[config.mk]
export PLATFORM = sky130hd
export DESIGN_NAME = ccpf_sqrt_pipe
export DESIGN_NICKNAME = d
export VERILOG_FILES = /design/src/design/ccpf_pkg.sv /design/src/design/ccpf_sqrt_pipe.sv
export SDC_FILE = /design/constraint.sdc
export NUM_CORES = 2
export LEC_CHECK = 0
export BUFFER_PORTS_ARGS = -buffer_cell sky130_fd_sc_hd__clkbuf_2
export CAP_MARGIN = 20
export CELL_PAD_IN_SITES_DETAIL_PLACEMENT = 0
export CELL_PAD_IN_SITES_GLOBAL_PLACEMENT = 1
export CORE_UTILIZATION = 45
export CTS_BUF_LIST = sky130_fd_sc_hd__clkbuf_16
export DETAILED_ROUTE_END_ITERATION = 16
export PLACE_DENSITY = 0.65
export REMOVE_ABC_BUFFERS = 1
export SETUP_SLACK_MARGIN = 0.05
export SLEW_MARGIN = 0
export SYNTH_ARGS = -nofsm -noshare
export SYNTH_HDL_FRONTEND = slang
export SYNTH_MEMORY_MAX_BITS = 65536
export SYNTH_SLANG_ARGS = --single-unit
[constraint.sdc]
create_clock -name clock -period 4.9 [get_ports clock]
set_input_delay 0.98 -clock clock [delete_from_list [all_inputs] [get_ports clock]]
set_output_delay 0.98 -clock clock [all_outputs]
set_load 0.03 [all_outputs]
[src/design/ccpf_pkg.sv]
`timescale 1ns / 1ps
// ----------------------------------------------------------------------------
// ccpf_pkg
// shared word types, widths and constants of the circle contact force block
// ----------------------------------------------------------------------------
`default_nettype none

package ccpf_pkg;

   localparam int ROOT_W = 25;            // centre distance, q.8
   localparam int RAD_W  = 2 * ROOT_W;    // squared distance, q.16
   localparam int DIFF_W = 18;            // centre delta while in contact
   localparam int RSUM_W = 17;
   localparam int QUO_W  = 26;            // force magnitude per axis
   localparam int NUM_W  = ROOT_W + QUO_W + 1;
   localparam logic [15:0] STIFF_RESET = 16'd19005;

   typedef struct packed {
      logic signed [23:0] a_x;
      logic signed [23:0] a_y;
      logic [15:0]        a_radius;
      logic               a_fixed;
      logic signed [23:0] b_x;
      logic signed [23:0] b_y;
      logic [15:0]        b_radius;
      logic               b_fixed;
   } req_word_type;

   typedef struct packed {
      logic               contact;
      logic signed [31:0] force_a_x;
      logic signed [31:0] force_a_y;
      logic signed [31:0] force_b_x;
      logic signed [31:0] force_b_y;
   } rsp_word_type;

   // pair info riding along the root pipeline
   typedef struct packed {
      logic signed [DIFF_W-1:0] dx;
      logic signed [DIFF_W-1:0] dy;
      logic [RSUM_W-1:0]        rsum;
      logic [15:0]              rmin;
      logic                     afix;
      logic                     bfix;
      logic                     live;
      logic                     contact;
   } root_meta_type;

   // pair info riding along the divider pipeline
   typedef struct packed {
      logic neg_x;
      logic neg_y;
      logic afix;
      logic bfix;
      logic live;
      logic contact;
   } div_meta_type;

endpackage

`default_nettype wire

[src/design/ccpf_sqrt_pipe.sv]
`timescale 1ns / 1ps
// ----------------------------------------------------------------------------
// ccpf_sqrt_pipe
// integer square root, one root bit per register stage
// ----------------------------------------------------------------------------
`default_nettype none

module ccpf_sqrt_pipe
   import ccpf_pkg::*;
(
   input  wire logic                clock,
   input  wire logic                reset,
   input  wire logic                en,
   input  wire logic                in_valid,
   input  wire logic [RAD_W-1:0]    in_rad,
   input  wire root_meta_type       in_meta,
   output logic                     out_valid,
   output logic [ROOT_W-1:0]        out_root,
   output root_meta_type            out_meta
);

   localparam int N     = ROOT_W;
   localparam int REM_W = ROOT_W + 3;

   logic                valid_ff [0:N-1];
   logic [RAD_W-1:0]    rad_ff   [0:N-1];
   logic [REM_W-1:0]    rem_ff   [0:N-1];
   logic [ROOT_W-1:0]   root_ff  [0:N-1];
   root_meta_type       meta_ff  [0:N-1];

   logic [RAD_W-1:0]    rad_in   [0:N-1];
   logic [REM_W-1:0]    rem_in   [0:N-1];
   logic [ROOT_W-1:0]   root_in  [0:N-1];

   for (genvar k = 0; k < N; k++) begin : g_step
      logic                src_valid;
      logic [RAD_W-1:0]    src_rad;
      logic [REM_W-1:0]    src_rem;
      logic [ROOT_W-1:0]   src_root;
      root_meta_type       src_meta;
      logic [REM_W-1:0]    rem_sh;
      logic [REM_W-1:0]    trial;

      if (k == 0) begin : g_head
         assign src_valid = in_valid;
         assign src_rad   = in_rad;
         assign src_rem   = '0;
         assign src_root  = '0;
         assign src_meta  = in_meta;
      end else begin : g_body
         assign src_valid = valid_ff[k-1];
         assign src_rad   = rad_ff[k-1];
         assign src_rem   = rem_ff[k-1];
         assign src_root  = root_ff[k-1];
         assign src_meta  = meta_ff[k-1];
      end

      always_comb begin
         rem_sh    = {src_rem[REM_W-3:0], src_rad[RAD_W-1 -: 2]};
         trial     = {1'b0, src_root, 2'b01};
         rad_in[k] = {src_rad[RAD_W-3:0], 2'b00};
         if (rem_sh >= trial) begin
            rem_in[k]  = rem_sh - trial;
            root_in[k] = {src_root[ROOT_W-2:0], 1'b1};
         end else begin
            rem_in[k]  = rem_sh;
            root_in[k] = {src_root[ROOT_W-2:0], 1'b0};
         end
      end

      always_ff @(posedge clock) begin
         if (reset) begin
            valid_ff[k] <= 1'b0;
         end else if (en) begin
            valid_ff[k] <= src_valid;
         end
      end

      always_ff @(posedge clock) begin
         if (en) begin
            rad_ff[k]  <= rad_in[k];
            rem_ff[k]  <= rem_in[k];
            root_ff[k] <= root_in[k];
            meta_ff[k] <= src_meta;
         end
      end
   end

   assign out_valid = valid_ff[N-1];
   assign out_root  = root_ff[N-1];
   assign out_meta  = meta_ff[N-1];

endmodule

`default_nettype wire

==> run summary <==
======================================================================================
Instance count along the most critical hold path ........................            1
Antenna violations before repair ........................................            8
Max-Cap Viols ...........................................................            0
Unrepaired setup endpoints after global routing .........................           no
Overall die area ........................................................   282000 µm²
Primary flip-flop cell chosen by synthesis mapping ...................... sky130_fd_sc_hd__edfxtp_1
Overall global routing resource usage ...................................        14.0%
Number of global-route vias before repair ...............................        58612
EDFF count, synth .......................................................         3364
FF-to-FF setup slack ....................................................       850 ps
Crit path capture type ..................................................    flip-flop
Buffer type at the clock tree root ...................................... sky130_fd_sc_hd__clkbuf_16
Number of levels in the clock H-tree ....................................            5
Synthesized area per cell ...............................................     17.4 µm²
Least-Margin Pin Slew ...................................................      1150 ps
Setup skew after layout .................................................      61.1 ps
HP Class ................................................................ input pin to flip-flop
Via Count ...............................................................        58565
Length of routed wiring on met1 .........................................     86200 µm
Mapped Cells ............................................................         7214
Total number of yosys warnings ..........................................            0
Max Clk Rate ............................................................      247 MHz
Number of buffers inserted by post-CTS setup repair .....................            0
Resized Gates After CTS .................................................            0
Leak pwr ................................................................      52.6 nW
Worst Reg2Reg Path Length in Cells ......................................           10
Highest cell delay on the worst timing path .............................       560 ps
1st-pass router iterations ..............................................            6
CP Cell Sequence ........................................................ ha_1 > nor2b_1 > or3_1 > a21oi_1 > o21ai_1 > a221oi_1 > o21ai_0 > or3_1 > buf_4 > mux2_2
FF-to-FF Start .......................................................... rem_ff[2][112]$_DFFE_PP_
Fin crit period .........................................................      4050 ps
Sequential-to-total area share from yosys stat ..........................        80.3%
Max IR drop VDD .........................................................       376 µV
Run status .............................................................. finished, final reports clean
Number of slew-limit violations in the final report .....................            0
IO Count ................................................................          226
Number of sinks on the clock net ........................................         3364
Final-layout setup total negative slack .................................         0 ps
Final count of hold timing violations ...................................            0
CTS Buf Count ...........................................................          351
Most used cells in the layout excluding fill and tap cells .............. sky130_fd_sc_hd__edfxtp_1 (3364), sky130_fd_sc_hd__inv_1 (514), sky130_fd_sc_hd__clkbuf_16 (358), sky130_fd_sc_hd__ha_1 (352), sky130_fd_sc_hd__nor2_1 (333)
End of the worst hold path .............................................. meta_ff[0][14]$_DFFE_PP_
Flops & latches, synth ..................................................         3364
Buffering stage count on the worst path with inverters included .........            1
Arrival time at the worst endpoint ......................................      4640 ps
Final critical-path share of the clock period ...........................        82.6%
Worst hold slack ........................................................       256 ps
Pin count of the biggest net entering global routing ....................          177
Setup-violating endpoint count in the final report ......................            0
Core area ...............................................................   277000 µm²
Fraction of layout cells with a size suffix above 1 .....................        11.6%
Routed length on met2 ...................................................     99900 µm
Worst-path clk slew .....................................................        60 ps
Total gr overflow .......................................................            0
Critical path fanouts, max ..............................................           33
Wire length after detailed routing ......................................    201000 µm
Family with the most delay on the worst path ............................ compound AO/OA/AOI/OAI gates
Startpoint type of the worst setup path .................................    flip-flop
Net count of the finished layout ........................................         8271
Estimated wirelength of the detail-placed design ........................    129000 µm
Clock tree from TritonCTS ...............................................         done
Number of distinct standard cells referenced by the synthesized netlist .           73
Routed via count divided by cell count ..................................         4.97
Antenna violation net count after detailed routing ......................            0
Critical-path cell with the highest stage delay ......................... sky130_fd_sc_hd__a221oi_1
Place WS ................................................................       822 ps
Num rows ................................................................          193
Number of DRC markers in iteration 0 ....................................         3648
Synthesis-to-finish area growth .........................................        14.3%
First-pass GRT wire length ..............................................    315000 µm
Clock Path Buffers ......................................................            4
Average detailed-routed wire length per instance ........................      17.0 µm
Port Buffers ............................................................          225
Most common cell after layout, fill and taps aside ...................... sky130_fd_sc_hd__edfxtp_1
DRC .....................................................................            0
DIE HEIGHT ..............................................................       531 µm
Final total power .......................................................      69.0 mW
Data required, critical path ............................................      5490 ps
Met3 Wirelength .........................................................      7140 µm
Area of the mapped netlist ..............................................   126000 µm²
Critical Setup Path Class ............................................... flip-flop to flip-flop
# hold bufs at CTS ......................................................            0
X dimension of the die ..................................................       531 µm
Relative slew margins ...................................................        23.4%
Final Wtd Congestion ....................................................        0.845
Asr flop ratio synth ....................................................           0%
Hold path startpoint ....................................................  in_meta[14]
Cell area power density .................................................   480 nW/µm²
Clk Latency, worst-skew pair ............................................       890 ps
Setup slack of the critical path after layout ...........................       853 ps
Starting utilization of the core area ...................................        45.4%
Most Frequent Cell on Critical Path ..................................... sky130_fd_sc_hd__or3_1
Critical register-to-register path endpoint ............................. rem_ff[2][154]$_DFFE_PP_
Uppermost routed layer ..................................................         met5
======================================================================================
## synth_stat cells (all sizes together), types with 8 or more instances
| cell type | instances | area (µm²) |
|---|---|---|
| a2111oi | 11 | 96.3 |
| a211oi | 20 | 150 |
| a21boi | 11 | 82.6 |
| a21o | 146 | 1100 |
| a21oi | 320 | 1600 |
| a221oi | 11 | 96.3 |
| a31oi | 30 | 188 |
| and2 | 41 | 257 |
| and3 | 30 | 188 |
| and4 | 8 | 70.1 |
| clkbuf | 91 | 342 |
| edfxtp | 3364 | 101000 |
| ha | 352 | 4400 |
| inv | 454 | 1700 |
| mux2 | 60 | 676 |
| mux2i | 12 | 120 |
| nand2 | 328 | 1230 |
| nand2b | 59 | 369 |
| nand3 | 68 | 340 |
| nand3b | 15 | 113 |
| nand4 | 53 | 332 |
| nand4b | 9 | 78.8 |
| nor2 | 333 | 1250 |
| nor2b | 56 | 350 |
| nor3 | 132 | 666 |
| nor3b | 11 | 82.6 |
| nor4 | 65 | 407 |
| nor4b | 11 | 96.3 |
| o211ai | 27 | 203 |
| o21a | 92 | 691 |
| o21ai | 232 | 1160 |
| o21bai | 30 | 225 |
| o31ai | 32 | 240 |
| o41ai | 8 | 88.8 |
| or2 | 32 | 200 |
| or3 | 60 | 380 |
| or4 | 40 | 304 |
| xnor2 | 253 | 2220 |
| xor2 | 215 | 1880 |
## cell type report
class	count	area (µm²)
tap	3705	4640
antenna	1	2.50
clock inverter	284	2570
fill	22406	133000
multi-input combinational	3297	22700
sequential	3364	101000
clock buffer	358	8960
timing repair buffer	323	2160
inverter	455	1710
## sequential cells by signal (all words and copies together), names as in the netlist
register	flops
rad_ff	600
valid_ff	25
rem_ff	589
root_ff	325
meta_ff	1825
## kinds of logic (layout without fill, tap and decap cells)
logic type / Yosys count / after routing / synth area share (%)
AND/OR/NAND/NOR: 1357 / 1357 / 5.38
buffers and inverters: 553 / 1420 / 1.65
other: 1 / 2 / 0.00298
multiplexers: 72 / 72 / 0.633
AO/OA/AOI/OAI: 1047 / 1047 / 5.25
flip-flops: 3364 / 3364 / 80.3
adder cells (fa/ha/maj): 352 / 352 / 3.50
XOR/XNOR: 468 / 468 / 3.26
## per-layer routing
layer / up-vias / GRT usage [%]
met3: 470 / 2.19
met2: 917 / 24.2
li1: 28605 / -
met1: 28569 / 17.6
met5: - / 0
met4: 4 / 5.85
## per-stage QoR
stage | utilization [%] | cells | cell area [µm²]
3_3_place_gp | 47.7 | 11143 | 132000
4_1_cts | 51.8 | 11785 | 144000
6_report | 51.9 | 11787 | 144000
5_1_grt | 51.9 | 11787 | 144000
3_5_place_dp | 47.7 | 11143 | 132000
2_1_floorplan | - | 7116 | 125000
## worst register-to-register path, delay by kind of cell, from the launching register on
family | cells | cell delay [ps]
AO/OA/AOI/OAI | 4 | 1380
adder cells (fa/ha/maj) | 1 | 370
buffers and inverters | 1 | 310
flip-flops | 1 | 410
multiplexers | 1 | 330
AND/OR/NAND/NOR | 3 | 1010
## how the worst max path moves through the flow
stage | start | endpoint | slack, ps | cells past startpoint
5_1_grt | rem_ff[1][40]$_DFFE_PP_ | rem_ff[1][70]$_DFFE_PP_ | 530 | 9
6_report | rem_ff[2][112]$_DFFE_PP_ | rem_ff[2][154]$_DFFE_PP_ | 850 | 10
2_1_floorplan | rem_ff[2][145]$_DFFE_PP_ | rem_ff[2][190]$_DFFE_PP_ | -350 | 9
3_3_place_gp | rem_ff[2][112]$_DFFE_PP_ | rem_ff[2][145]$_DFFE_PP_ | 860 | 10
4_1_cts | rem_ff[2][112]$_DFFE_PP_ | rem_ff[2][154]$_DFFE_PP_ | 810 | 10
3_5_place_dp | rem_ff[2][112]$_DFFE_PP_ | rem_ff[2][154]$_DFFE_PP_ | 820 | 10
## report_power, final
group          switching, mW  internal, mW  total [mW]
logic                   4.11          2.85        6.96
registers               1.19          34.7        35.9
clock network           10.8          15.4        26.1
Note: power is estimated with default switching activity, not from simulation.
